File: src/design/segtl_pkg.sv
// ----------------------------------------------------------------------------
// segtl_pkg
// Shared types and constants of the segment timeline index.
// ----------------------------------------------------------------------------
`default_nettype none
package segtl_pkg;

    localparam int TableDepthDefault = 64;
    localparam int EntryW = 128;

    typedef enum logic [1:0] {
        K_APPEND = 2'd0,
        K_T2N    = 2'd1,
        K_N2T    = 2'd2,
        K_PRUNE  = 2'd3
    } t_kind;

    typedef enum logic [2:0] {
        S_IDLE,
        S_RD,
        S_MUL,
        S_EVAL,
        S_DIV,
        S_WR,
        S_OUT
    } t_state;

endpackage
`default_nettype wire

File: src/design/segtl_div.sv
// ----------------------------------------------------------------------------
// segtl_div
// Serial restoring divider, one quotient bit per cycle, 32-bit quotient.
// The caller guarantees the quotient fits in 32 bits.
// ----------------------------------------------------------------------------
`default_nettype none
module segtl_div
    import segtl_pkg::*;
(
    input  wire logic        i_clk,
    input  wire logic        i_rst_n,
    input  wire logic        i_start,
    input  wire logic [63:0] i_dividend,
    input  wire logic [31:0] i_divisor,
    output logic             o_done,
    output logic      [31:0] o_quot
);

    logic        r_busy, n_busy;
    logic        r_done, n_done;
    logic [4:0]  r_step, n_step;
    logic [32:0] r_rem, n_rem;
    logic [31:0] r_low, n_low;
    logic [31:0] r_q, n_q;
    logic [31:0] r_d, n_d;
    logic [32:0] rem_sh;

    always_comb begin
        n_busy = r_busy;
        n_done = 1'b0;
        n_step = r_step;
        n_rem  = r_rem;
        n_low  = r_low;
        n_q    = r_q;
        n_d    = r_d;
        rem_sh = {r_rem[31:0], r_low[31]};
        if (i_start) begin
            n_busy = 1'b1;
            n_step = 5'd0;
            n_rem  = {1'b0, i_dividend[63:32]};
            n_low  = i_dividend[31:0];
            n_d    = i_divisor;
        end else if (r_busy) begin
            if (rem_sh >= {1'b0, r_d}) begin
                n_rem = rem_sh - {1'b0, r_d};
                n_q   = {r_q[30:0], 1'b1};
            end else begin
                n_rem = rem_sh;
                n_q   = {r_q[30:0], 1'b0};
            end
            n_low  = {r_low[30:0], 1'b0};
            n_step = r_step + 5'd1;
            if (r_step == 5'd31) begin
                n_busy = 1'b0;
                n_done = 1'b1;
            end
        end
    end

    always_ff @(posedge i_clk) begin
        if (!i_rst_n) begin
            r_busy <= 1'b0;
            r_done <= 1'b0;
            r_step <= 5'd0;
        end else begin
            r_busy <= n_busy;
            r_done <= n_done;
            r_step <= n_step;
        end
        r_rem <= n_rem;
        r_low <= n_low;
        r_q   <= n_q;
        r_d   <= n_d;
    end

    assign o_done = r_done;
    assign o_quot = r_q;

endmodule
`default_nettype wire

File: config.mk
export PLATFORM = sky130hd
export DESIGN_NAME = segtl_div
export DESIGN_NICKNAME = d
export VERILOG_FILES = /design/src/design/segtl_pkg.sv /design/src/design/segtl_div.sv
export SDC_FILE = /design/constraint.sdc
export NUM_CORES = 1
export LEC_CHECK = 0
export BUFFER_PORTS_ARGS = -buffer_cell sky130_fd_sc_hd__buf_2
export CORE_MARGIN = 10
export CORE_UTILIZATION = 48
export CTS_BUF_LIST = sky130_fd_sc_hd__clkbuf_8
export CTS_CLUSTER_SIZE = 20
export DETAILED_ROUTE_END_ITERATION = 10
export GPL_ROUTABILITY_DRIVEN = 1
export PLACE_DENSITY = 0.72
export SETUP_SLACK_MARGIN = 0.15
export SKIP_LAST_GASP = 1
export SYNTH_ARGS = -nofsm -noshare
export SYNTH_HDL_FRONTEND = slang
export SYNTH_SLANG_ARGS = --single-unit
File: constraint.sdc
create_clock -name i_clk -period 4.6 [get_ports i_clk]
set_input_delay 1.15 -clock i_clk [delete_from_list [all_inputs] [get_ports i_clk]]
set_output_delay 1.15 -clock i_clk [all_outputs]
set_load 0.01 [all_outputs]
# Word-level counts from Yosys, hierarchy flattened
# Cells that the tools add are included.
[classes] addsub=2 multipliers=0 div=0 order_cmp=1 n_eq_ne=1 shift=0 n_mux=10 bitwise=3 reduce_logical=4
[op_table] cell="two-way mux 32 bit" n=5
[op_table] cell="greater-or-equal comparator 33 x 32 -> 1 bit" n=1
[op_table] cell="subtractor 32 bit" n=1
[op_table] cell="adder 5 x 1 -> 5 bit (second input constant)" n=1
[op_table] cell="equality test 5 bit (second input constant)" n=1
[op_table] cell="two-way mux 1 bit" n=5
[op_table] cell="NOT 1 bit" n=3
[op_table] cell="OR reduction 3 bit" n=1
[op_table] cell="AND reduction 2 bit" n=1
[op_table] cell="nonzero test 2 bit" n=1
[op_table] cell="OR reduction 2 bit" n=1
[totals] ff_bits=135 latchBits=0 ram_bits=0 mem_bits_ro=0 in_bits=99 out_inout_bits=33 memories=0

# Longest topological paths before layout
# Gate-level depths: netlist of run 1.
[depth] depth_word=4 mapped_depth=13 ltp_nobuf=13

# Least setup slack after synthesis of run 1
# No wires, ideal clock.
[synth_timing] kind="input-to-reg" start="in i_start" end="reg r_q[0], in the netlist o_quot[0], enable pin" setup_ns=0.426 arrival_ns=2.785 slack_ns=1.390 path_stages=2 path_buffers=1 cell_sequence="clkbuf_1 > nor2b_1"
[synth_between] elab_chain_cells=2
[synth_rtl] item="start, declared" line="segtl_div.sv:12" source="input wire logic i_start,"
[synth_rtl] item="NOT 1 bit (no line)"
[synth_rtl] item="AND reduction 2 bit (no line)"
[synth_rtl] item="end signal, assigned" line="segtl_div.sv:72" source="r_q <= n_q;"
[synth_rtl] item="end, declared" line="segtl_div.sv:24" source="logic [31:0] r_q, n_q;"
# Every way passes these cells.
# A chain may end at the register's enable or synchronous reset.

# Final worst setup path of run 1
[layout_timing] start="reg r_rem[0]" end="reg r_rem[10], data pin"
[layout_between] elab_chain_cells=4
[layout_rtl] item="start, declared" line="segtl_div.sv:22" source="logic [32:0] r_rem, n_rem;"
[layout_rtl] item="start signal, assigned" line="segtl_div.sv:70" source="r_rem <= n_rem;"
[layout_rtl] item="subtractor 32 bit or greater-or-equal comparator 33 x 32 -> 1 bit (tied branches)" line="segtl_div.sv:45, segtl_div.sv:44"
[layout_rtl] item="two-way mux 32 bit (*)" line="segtl_div.sv:44" source="if (rem_sh >= {1'b0, r_d}) begin"
[layout_rtl] item="two-way mux 32 bit (*)" line="segtl_div.sv:43" source="end else if (r_busy) begin"
[layout_rtl] item="two-way mux 32 bit (*)" line="segtl_div.sv:37" source="if (i_start) begin"
[layout_rtl] item="net n_rem[10]" line="segtl_div.sv:22"
# Mark *: on every way through the listed nets, which the timed path passes. The rest lies on a longest branch. The select of a mux whose other input is x is not followed.

==> results of run 1 <==
[cell type report]
type | instances | area, um^2
fillers | 1295 | 6180
flip-flops and latches | 135 | 3980
multi-input cells | 384 | 2770
repair buffers | 141 | 733
clock buffers | 20 | 275
well taps | 184 | 230
inverters | 45 | 169
clock inverters | 12 | 88.8
[kinds of logic (layout without fill, tap and decap cells)]
kind of cell             count (synthesis)  in the layout  share of synthesized area
AO/OA/AOI/OAI                          144            144                      0.141
XOR/XNOR                                30             30                     0.0373
adder cells (fa/ha/maj)                 35             35                     0.0633
buffers and inverters                   75            218                     0.0420
flip-flops                             135            135                      0.566
multiplexers                            33             33                     0.0525
AND/OR/NAND/NOR                        142            142                     0.0982
[flip-flops by register name, indices dropped and copies added (netlist names)]
| register | count |
|---|---|
| o_done | 1 |
| o_quot | 32 |
| r_busy | 1 |
| r_d | 32 |
| r_low | 32 |
| r_rem | 32 |
| r_step | 5 |
[routing by layer]
metal,vias up,track usage,share of wire
met5,-,0,0
met4,0,0.0587,0.015
met3,20,0.0551,0.064
met2,168,0.292,0.50
met1,2518,0.207,0.43
li1,2500,-,-
[layout by cell type, fill, tap and decap left out, types with 3 or more instances in the layout]
master	Yosys	routed
buf_2	5	130
edfxtp_1	128	128
inv_1	43	48
nor2_1	36	36
nand2_1	34	34
ha_1	34	34
mux2_2	31	31
a21oi_1	30	30
nand3_1	24	24
xnor2_1	22	22
a31oi_1	21	21
clkbuf_8	0	20
o21ai_0	14	14
o21ai_1	13	13
nand4_1	11	11
buf_4	2	11
nor3_1	9	9
a21o_1	8	8
xor2_1	8	8
o21bai_1	7	7
dfxtp_1	7	7
o31ai_1	6	6
o311ai_1	6	6
nor2b_1	6	5
and2_1	5	5
a41oi_1	6	5
nand2b_1	4	4
o21a_1	4	4
a2bb2oi_1	4	4
and3_1	3	3
a41o_1	3	3
clkinv_2	0	3
[worst max-delay path: stages, from the launching register on]
cell and delay (ns):
edfxtp_1 0.46, ha_1 0.33, nor2b_1 0.16, o2111ai_1 0.19
nand3_1 0.17, a21bo_2 0.30, a221o_1 0.35, a2111o_1 0.46
a31o_1 0.28, nor2_4 0.38, inv_2 0.09, o311ai_1 0.28
[report_power, final]
group          total, mW  internal [mW]  switching, mW
clock              0.919          0.460          0.459
combinational       1.35          0.558          0.790
sequential          1.62           1.54         0.0775
[worst paths after layout]
path,end,slack (ns),cells past startpoint
worst max-delay path,r_rem[10],0.94,11
worst min-delay path,o_quot[20],0.45,0
worst max register to register,r_rem[10],0.94,11
worst min register to register,o_quot[20],0.45,0
[metrics by stage]
stage	total power, mW	area, um^2	instances	hold WS (ns)	setup WS (ns)
4_1_cts	3.90	8250	921	0.449	0.954
5_1_grt	4.11	8250	921	0.453	0.781
2_1_floorplan	2.61	7040	594	0.467	1.39
6_report	3.89	8250	921	0.448	0.945
3_5_place_dp	2.97	7880	889	0.431	1.00
3_3_place_gp	2.93	7880	889	0.430	1.15
==> results.rst, run 1 <==
.. list-table::
   :header-rows: 1

   * - Metric
     - Value
   * - Sequential-to-total area share from yosys stat
     - 0.566
   * - Average detailed-routed wire length per instance
     - 19.1 um
   * - Util after Layout
     - 0.572
   * - Initial drt markers
     - 359
   * - Crit end category
     - register
   * - Leading cell type by number of instances after synthesis
     - edfxtp_1
   * - Post-cts repair resize count
     - 0
   * - Ys Warns
     - 0
   * - Highest ir drop seen on vdd
     - 0.241 mV
   * - Static Leak
     - 3.37 nW
   * - TritonCTS clock tree
     - built
   * - Average cell area after synthesis
     - 11.8 um^2
   * - Synthesized net count
     - 728
   * - Critical path fanouts, max
     - 13
   * - Routability Congestion
     - 0.922
   * - Startpoint type of the worst setup path
     - register
   * - Number of enable flip-flop cells after synthesis
     - 128
   * - Clock slew at the register clock pins of the worst setup and hold paths
     - 0.08 ns
   * - Number of post-CTS setup repair buffers
     - 0
   * - Data arrival at the endpoint of the critical path
     - 3.90 ns
   * - Required time reported for the critical path endpoint
     - 4.85 ns
   * - Post-Synthesis Cell Area
     - 7040 um^2
   * - Worst rel slew slack
     - 0.473
   * - Outcome
     - finished clean
   * - Clock Latency Late Sink
     - 0.45 ns
   * - # setup viols final
     - 0
   * - NumNets Final
     - 858
   * - # DRC
     - 0
   * - Core area
     - 14400 um^2
   * - Min-Delay Startpoint
     - o_quot[19]
   * - Final min period
     - 3.66 ns
   * - CTS Buf Count
     - 17
   * - Final HPWL from detailed placement
     - 12800 um
   * - Final setup TNS
     - 0 ns
   * - Setup repair after global routing missed its margin
     - false
   * - Number of antenna violations at the first check in global routing
     - 0
   * - Period Utilization, post-route
     - 0.795
   * - Starting density of the core
     - 0.488
   * - Ranking of synthesized cells by area
     - edfxtp_1, ha_1, mux2_2
   * - Fmax
     - 274 MHz
   * - Register bit total from synthesis
     - 135
   * - Horizontal extent of the die
     - 141 um
   * - Length of the first detailed-routing pass in iterations
     - 7
   * - Total Routing Usage GR
     - 0.174
   * - Post-synth cell types
     - 61
   * - Wire length of the first global-routing pass
     - 27900 um
   * - Top cell types by occurrence after synthesis
     - edfxtp_1, inv_1, nor2_1, ha_1, nand2_1
   * - Depth of the CTS H-tree
     - 4
   * - Via count of the first global-routing pass
     - 5509
   * - Fin. max-slew vios
     - 0
   * - Slew @ Worst Pin
     - 0.790 ns
   * - Number of top-level pins
     - 132
   * - Path class of the lowest-slack min-delay path
     - register to register
   * - MaxCap Viol Count
     - 0
   * - Number of standard-cell rows in the floorplan
     - 44
   * - Area share of the leading cell type in the synthesized netlist
     - 0.546
   * - Clock Sink Count
     - 135
   * - Post-detailed-routing wire length
     - 17600 um
   * - Number of buffers added on ports
     - 131
   * - Post-synth top flop
     - edfxtp_1
   * - Area grow syn2layout
     - 17.2%
   * - Pin count of the biggest net entering global routing
     - 67
   * - Post-synthesis instance total
     - 594
   * - Maximum buffer depth of the clock tree
     - 2
   * - Clock Root Buffer
     - clkbuf_8
   * - Area of the die
     - 19900 um^2
   * - First element of the critical path
     - r_rem[0]
   * - Routed vias
     - 5206
   * - Final hold violation count
     - 0
   * - Worst setup path class
     - register to register
   * - Fraction of layout cells with a size suffix above 1
     - 0.286
   * - PD cells
     - 471 nW/um^2
   * - Hold buffers post-CTS
     - 0
   * - Proportion of register bits with asynchronous set or reset after synthesis
     - 0
   * - Number of nets with antenna violations after routing
     - 0
   * - Global-route congestion overflow total
     - 0
   * - Worst flop-to-flop path startpoint
     - r_rem[0]
   * - Vias per inst
     - 5.65
   * - Antenna Diode Count
     - 0
   * - Die Y
     - 141 um
   * - Final Skew
     - 0.0110 ns
   * - Cell taking the most area after synthesis
     - edfxtp_1
Power figures use the tool's default switching activity.
==> run 2, diff against run 1 <==
==> constraint.sdc (replaced) <==
create_clock -name i_clk -period 3.8 [get_ports i_clk]
set_input_delay 0.95 -clock i_clk [delete_from_list [all_inputs] [get_ports i_clk]]
set_output_delay 0.95 -clock i_clk [all_outputs]
set_load 0.01 [all_outputs]
==> run 2 against run 1 <==
Sequential power is 21% higher. Clock-buffer cell count decreased by 3. Total power grew 23%. Final area is 0.93% higher. First-iteration DRC count decreased by 3.1%. Register-to-register slack got worse by 0.64 ns. Critical endpoint is now r_rem[18]. Clock power rose by 31%. Largest power group unchanged. Non-clock buffer count grew 4. Die area unchanged.
==> results.rst, run 2 (same netlist as run 1, synthesis figures left out) <==
.. list-table::
   :header-rows: 1

   * - Metric
     - Value
   * - Outcome
     - finished clean
   * - Maximum buffer depth of the clock tree
     - 2
   * - Initial drt markers
     - 348
   * - Core area
     - 14400 um^2
   * - Most common library cell in the layout ignoring fill and taps
     - buf_2
   * - Static Leak
     - 3.39 nW
   * - Largest stage delay on the critical path
     - 0.46 ns
   * - Total buffers and inverters traversed by the critical path
     - 1
   * - Number of top-level pins
     - 132
   * - Ordered cell list for the critical path
     - ha_1 -> a21o_1 -> a2bb2oi_2 -> and3b_1 -> a21bo_2 -> a221o_1 -> a2111o_1 -> a31o_1 -> buf_4 -> o21ai_0 -> a31oi_1
   * - Final HPWL from detailed placement
     - 12100 um
   * - Antenna Diode Count
     - 0
   * - Crit end category
     - register
   * - Slew @ Worst Pin
     - 0.836 ns
   * - Clock Latency Late Sink
     - 0.45 ns
   * - Cell area after layout
     - 8320 um^2
   * - PD cells
     - 576 nW/um^2
   * - Clock slew at the register clock pins of the worst setup and hold paths
     - 0.08 ns
   * - Worst rel slew slack
     - 0.442
   * - NumNets Final
     - 862
   * - Period Utilization, post-route
     - 0.919
   * - Metal2 WL
     - 8530 um
   * - Placement-stage cell area
     - 7900 um^2
   * - Number of nets with antenna violations after routing
     - 0
   * - Final min period
     - 3.49 ns
   * - Number of standard-cell rows in the floorplan
     - 44
   * - Highest ir drop seen on vdd
     - 0.358 mV
   * - Clock Sink Count
     - 135
   * - Final setup TNS
     - 0 ns
   * - # setup viols final
     - 0
   * - Area grow syn2layout
     - 18.3%
   * - Length of the first detailed-routing pass in iterations
     - 8
   * - CTS Buf Count
     - 17
   * - Fraction of layout cells with a size suffix above 1
     - 0.293
   * - Area occupied by registers
     - 3980 um^2
   * - Highest routing layer actually used
     - met4
   * - MaxCap Viol Count
     - 0
   * - Routability Congestion
     - 0.904
   * - TritonCTS clock tree
     - built
   * - Startpoint type of the worst setup path
     - register
   * - Post-Layout Cell Count
     - 925
   * - Commonest cells after routing, fill and taps aside
     - buf_2, edfxtp_1, inv_1
   * - Clock Root Buffer
     - clkbuf_8
   * - Setup repair after global routing missed its margin
     - false
   * - Number of antenna violations at the first check in global routing
     - 0
   * - Global-route congestion overflow total
     - 0
   * - Critical path fanouts, max
     - 20
   * - Total Routing Usage GR
     - 0.168
   * - Via count of the first global-routing pass
     - 5386
   * - Number of buffers added on ports
     - 131
   * - Top Family by Delay on Critical Path
     - compound AO/OA/AOI/OAI gates
   * - Routed vias
     - 5205
   * - Fmax
     - 286 MHz
   * - Routed met1 length
     - 7150 um
   * - Worst path slowest cell
     - a2111o_1
   * - Depth of the CTS H-tree
     - 4
   * - Post-detailed-routing wire length
     - 17000 um
   * - Average detailed-routed wire length per instance
     - 18.4 um
   * - Pin count of the biggest net entering global routing
     - 63
   * - Worst setup path class
     - register to register
   * - Final hold violation count
     - 0
   * - Fin. max-slew vios
     - 0
   * - Fill cell instance count of the final layout
     - 1242
   * - Vias per inst
     - 5.63
   * - Met3 WL
     - 1100 um
   * - Final Skew
     - 0.0174 ns
   * - Placed Instances
     - 890
   * - Horizontal extent of the die
     - 141 um
   * - Starting density of the core
     - 0.488
   * - Required time reported for the critical path endpoint
     - 3.96 ns
   * - Area of combinational cells with multiple inputs
     - 2770 um^2
   * - # DRC
     - 0
   * - Die Y
     - 141 um
   * - Path class of the lowest-slack min-delay path
     - register to register
   * - Wire length of the first global-routing pass
     - 27100 um
   * - Data arrival at the endpoint of the critical path
     - 3.65 ns
   * - Area of the die
     - 19900 um^2
run 2: final timing paths:
path / from / endpoint / slack, ns / cells past startpoint
worst max-delay path: r_rem[8] / r_rem[18] / 0.31 / 11
worst min-delay path: o_quot[18] / o_quot[19] / 0.45 / 0
worst min register to register: o_quot[18] / o_quot[19] / 0.45 / 0
worst max register to register: r_rem[8] / r_rem[18] / 0.31 / 11
run 2: through the flow:
| stage | setup slack (ns) | hold slack, ns | total power [mW] | util |
|---|---|---|---|---|
| final | 0.307 | 0.451 | 4.80 | 0.577 |
| after global routing | 0.173 | 0.465 | 5.09 | 0.577 |
| after CTS | 0.187 | 0.451 | 4.79 | 0.575 |
| after detailed placement | 0.203 | 0.432 | 3.57 | 0.548 |
| after global placement | 0.335 | 0.429 | 3.54 | 0.548 |
| after floorplan | 0.624 | 0.467 | 3.16 | - |
run 2: area by class of cell:
class                      count  area share
sequential                   135       0.479
multi-input combinational    384       0.333
timing repair buffer         145      0.0932
clock buffer                  17      0.0281
tap                          184      0.0277
inverter                      45      0.0203
clock inverter                15      0.0192
run 2: per-layer routing:
layer / vias to the layer above / GRT usage
met5: - / 0
met4: 0 / 0.0505
met3: 18 / 0.0524
met2: 174 / 0.284
met1: 2505 / 0.200
li1: 2508 / -
run 2: repair_timing:
| action | in CTS | in global routing |
|---|---|---|
| endpoints found under the setup margin | 0 | 10 |
| setup buffers | 0 | 3 |
| resized for setup | 0 | 3 |
| hold buffers | 0 | 0 |
run 2: power breakdown:
group | internal, mW | leakage (nW) | switching [mW]
Combinational | 0.702 | 1.88 | 0.940
Clock | 0.638 | 0.200 | 0.560
Sequential | 1.86 | 1.31 | 0.0909
==> run 3, diff against run 2 <==
--- a/config.mk
+++ b/config.mk
@@ -5,14 +5,15 @@
 export SDC_FILE = /design/constraint.sdc
 export NUM_CORES = 1
 export LEC_CHECK = 0
-export BUFFER_PORTS_ARGS = -buffer_cell sky130_fd_sc_hd__buf_2
 export CORE_MARGIN = 10
-export CORE_UTILIZATION = 48
+export CORE_UTILIZATION = 45
 export CTS_BUF_LIST = sky130_fd_sc_hd__clkbuf_8
 export CTS_CLUSTER_SIZE = 20
 export DETAILED_ROUTE_END_ITERATION = 10
+export DONT_BUFFER_PORTS = 1
 export GPL_ROUTABILITY_DRIVEN = 1
-export PLACE_DENSITY = 0.72
+export MAX_ROUTING_LAYER = met4
+export PLACE_DENSITY = 0.61
 export SETUP_SLACK_MARGIN = 0.15
 export SKIP_LAST_GASP = 1
 export SYNTH_ARGS = -nofsm -noshare
==> run 3 against run 2 <==
Largest power group unchanged. Total power rose by 1.1%. Wire length is 0.90% higher. Final area shrank 7.1%. Sequential share of layout area grew 3.7 points. Core utilization shrank 7.0 points. Non-clock buffer count decreased by 132. Via count shrank 8.5%. Combinational power down 5%. Clock power increased by 11%. Clock skew is 0.0042 ns lower.
==> results.rst, run 3 (same netlist as run 1, synthesis figures left out) <==
.. list-table::
   :header-rows: 1

   * - Metric
     - Value
   * - Clock Root Buffer
     - clkbuf_8
   * - Reg-to-reg slack, setup
     - 0.30 ns
   * - Final Power
     - 4.85 mW
   * - Worst Hold Slack
     - 0.524 ns
   * - Static Leak
     - 2.88 nW
   * - PnR worst setup slack
     - 0.297 ns
   * - Final setup TNS
     - 0 ns
   * - Area grow syn2layout
     - 9.89%
   * - PD cells
     - 627 nW/um^2
   * - Number of antenna violations at the first check in global routing
     - 1
   * - Fill cell instance count of the final layout
     - 1349
   * - MaxCap Viol Count
     - 0
   * - Startpoint type of the worst setup path
     - register
   * - Most common library cell in the layout ignoring fill and taps
     - edfxtp_1
   * - Number of top-level pins
     - 132
   * - Vias per inst
     - 5.80
   * - Final min period
     - 3.50 ns
   * - Wire length of the first global-routing pass
     - 26800 um
   * - Crit end category
     - register
   * - Path class of the lowest-slack min-delay path
     - register to register
   * - Number of standard-cell rows in the floorplan
     - 45
   * - Commonest cells after routing, fill and taps aside
     - edfxtp_1, inv_1, nor2_1
   * - Maximum buffer depth of the clock tree
     - 2
   * - Number of instances on the worst hold path
     - 2
   * - Via count of the first global-routing pass
     - 4829
   * - # DRC
     - 0
   * - Highest ir drop seen on vdd
     - 0.357 mV
   * - Worst flop-to-flop path startpoint
     - r_rem[8]
   * - Area occupied by registers
     - 3980 um^2
   * - Hold Path End
     - r_step[4]
   * - Worst slack at placement
     - 0.292 ns
   * - Hold buffers post-CTS
     - 0
   * - Data arrival at the endpoint of the critical path
     - 3.70 ns
   * - CTS Buf Count
     - 17
   * - Fmax
     - 285 MHz
   * - Worst setup path class
     - register to register
   * - Fraction of layout cells with a size suffix above 1
     - 0.143
   * - Critical path fanouts, max
     - 8
   * - R2R depth
     - 11
   * - # setup viols final
     - 0
   * - Routed vias
     - 4760
   * - Worst rel slew slack
     - 0.470
   * - Number of buffers added on ports
     - 0
   * - Routability Congestion
     - 0.907
   * - Reg2Reg Capture Point
     - r_rem[22]
   * - Core area
     - 15300 um^2
   * - Horizontal extent of the die
     - 145 um
   * - Cell area after layout
     - 7730 um^2
   * - Min-Delay Startpoint
     - r_step[4]
   * - Average detailed-routed wire length per instance
     - 20.9 um
   * - Fin. max-slew vios
     - 0
   * - Area of combinational cells with multiple inputs
     - 2770 um^2
   * - Clock Sink Count
     - 135
   * - NumNets Final
     - 730
   * - Depth of the CTS H-tree
     - 4
   * - TritonCTS clock tree
     - built
   * - Total Routing Usage GR
     - 0.163
   * - Required time reported for the critical path endpoint
     - 4.00 ns
   * - Post-detailed-routing wire length
     - 17100 um
   * - Final Skew
     - 0.0131 ns
   * - Global-route congestion overflow total
     - 0
   * - Slew @ Worst Pin
     - 0.794 ns
   * - Clock slew at the register clock pins of the worst setup and hold paths
     - 0.08 ns
   * - Pin count of the biggest net entering global routing
     - 103
   * - Outcome
     - finished clean
   * - Period Utilization, post-route
     - 0.922
   * - Clock Latency Late Sink
     - 0.46 ns
   * - Length of the first detailed-routing pass in iterations
     - 6
   * - Setup repair after global routing missed its margin
     - false
   * - Die Y
     - 145 um
   * - Final HPWL from detailed placement
     - 12100 um
   * - Placement-stage cell area
     - 7270 um^2
   * - Area of the die
     - 21000 um^2
   * - Starting density of the core
     - 0.461
   * - Number of nets with antenna violations after routing
     - 0
   * - Final hold violation count
     - 0
   * - Initial drt markers
     - 460
-- run 3: worst max-delay path, cell delays in order (launching register included) --
cell	delay, ns
edfxtp_1	0.40
ha_1	0.37
a21o_1	0.22
a2bb2oi_2	0.14
and3b_1	0.15
a21bo_2	0.26
a221o_1	0.34
a2111o_1	0.46
a31o_1	0.28
nor2_4	0.27
buf_4	0.23
o221ai_1	0.13
-- run 3: stage by stage --
stage | std cells | utilization
after detailed placement | 787 | 0.477
after global placement | 787 | 0.477
after floorplan | 594 | -
final | 821 | 0.507
after CTS | 819 | 0.506
after global routing | 821 | 0.507
-- run 3: cell type report --
cell class / count / area share
multi-input cells: 384 / 0.358
repair buffers: 13 / 0.0131
flip-flops and latches: 135 / 0.515
well taps: 211 / 0.0341
inverters: 45 / 0.0218
clock buffers: 18 / 0.0320
clock inverters: 14 / 0.0254
diodes: 1 / 0.000324
-- run 3: timing repair --
item	in CTS	in global routing
resized for setup	0	1
endpoints found under the setup margin	0	23
buffers inserted	0	1
-- run 3: worst max path at each step --
stage | startpoint | end | slack (ns) | cells past startpoint
3_5_place_dp | r_rem[0] | r_rem[22] | 0.29 | 11
6_report | r_rem[8] | r_rem[22] | 0.30 | 11
2_1_floorplan | r_rem[0] | r_rem[0] | 0.62 | 11
3_3_place_gp | r_rem[0] | r_rem[22] | 0.38 | 11
5_1_grt | r_d[1] | r_rem[21] | 0.16 | 12
4_1_cts | r_rem[0] | r_rem[22] | 0.26 | 11
-- run 3: report_power, final --
part	internal [mW]	leakage [nW]	total, mW	switching [mW]
sequential	1.86	1.31	1.96	0.0966
combinational	0.653	1.35	1.56	0.906
clock	0.739	0.222	1.33	0.591
-- run 3: routing by layer --
metal  routed length [um]  up-vias  GRT usage
met4                  277        0     0.0592
met1                 7290     2308      0.200
met2                 8560      185      0.259
met3                 1010       18     0.0382
met5                    0        -          -
li1                     -     2249          -
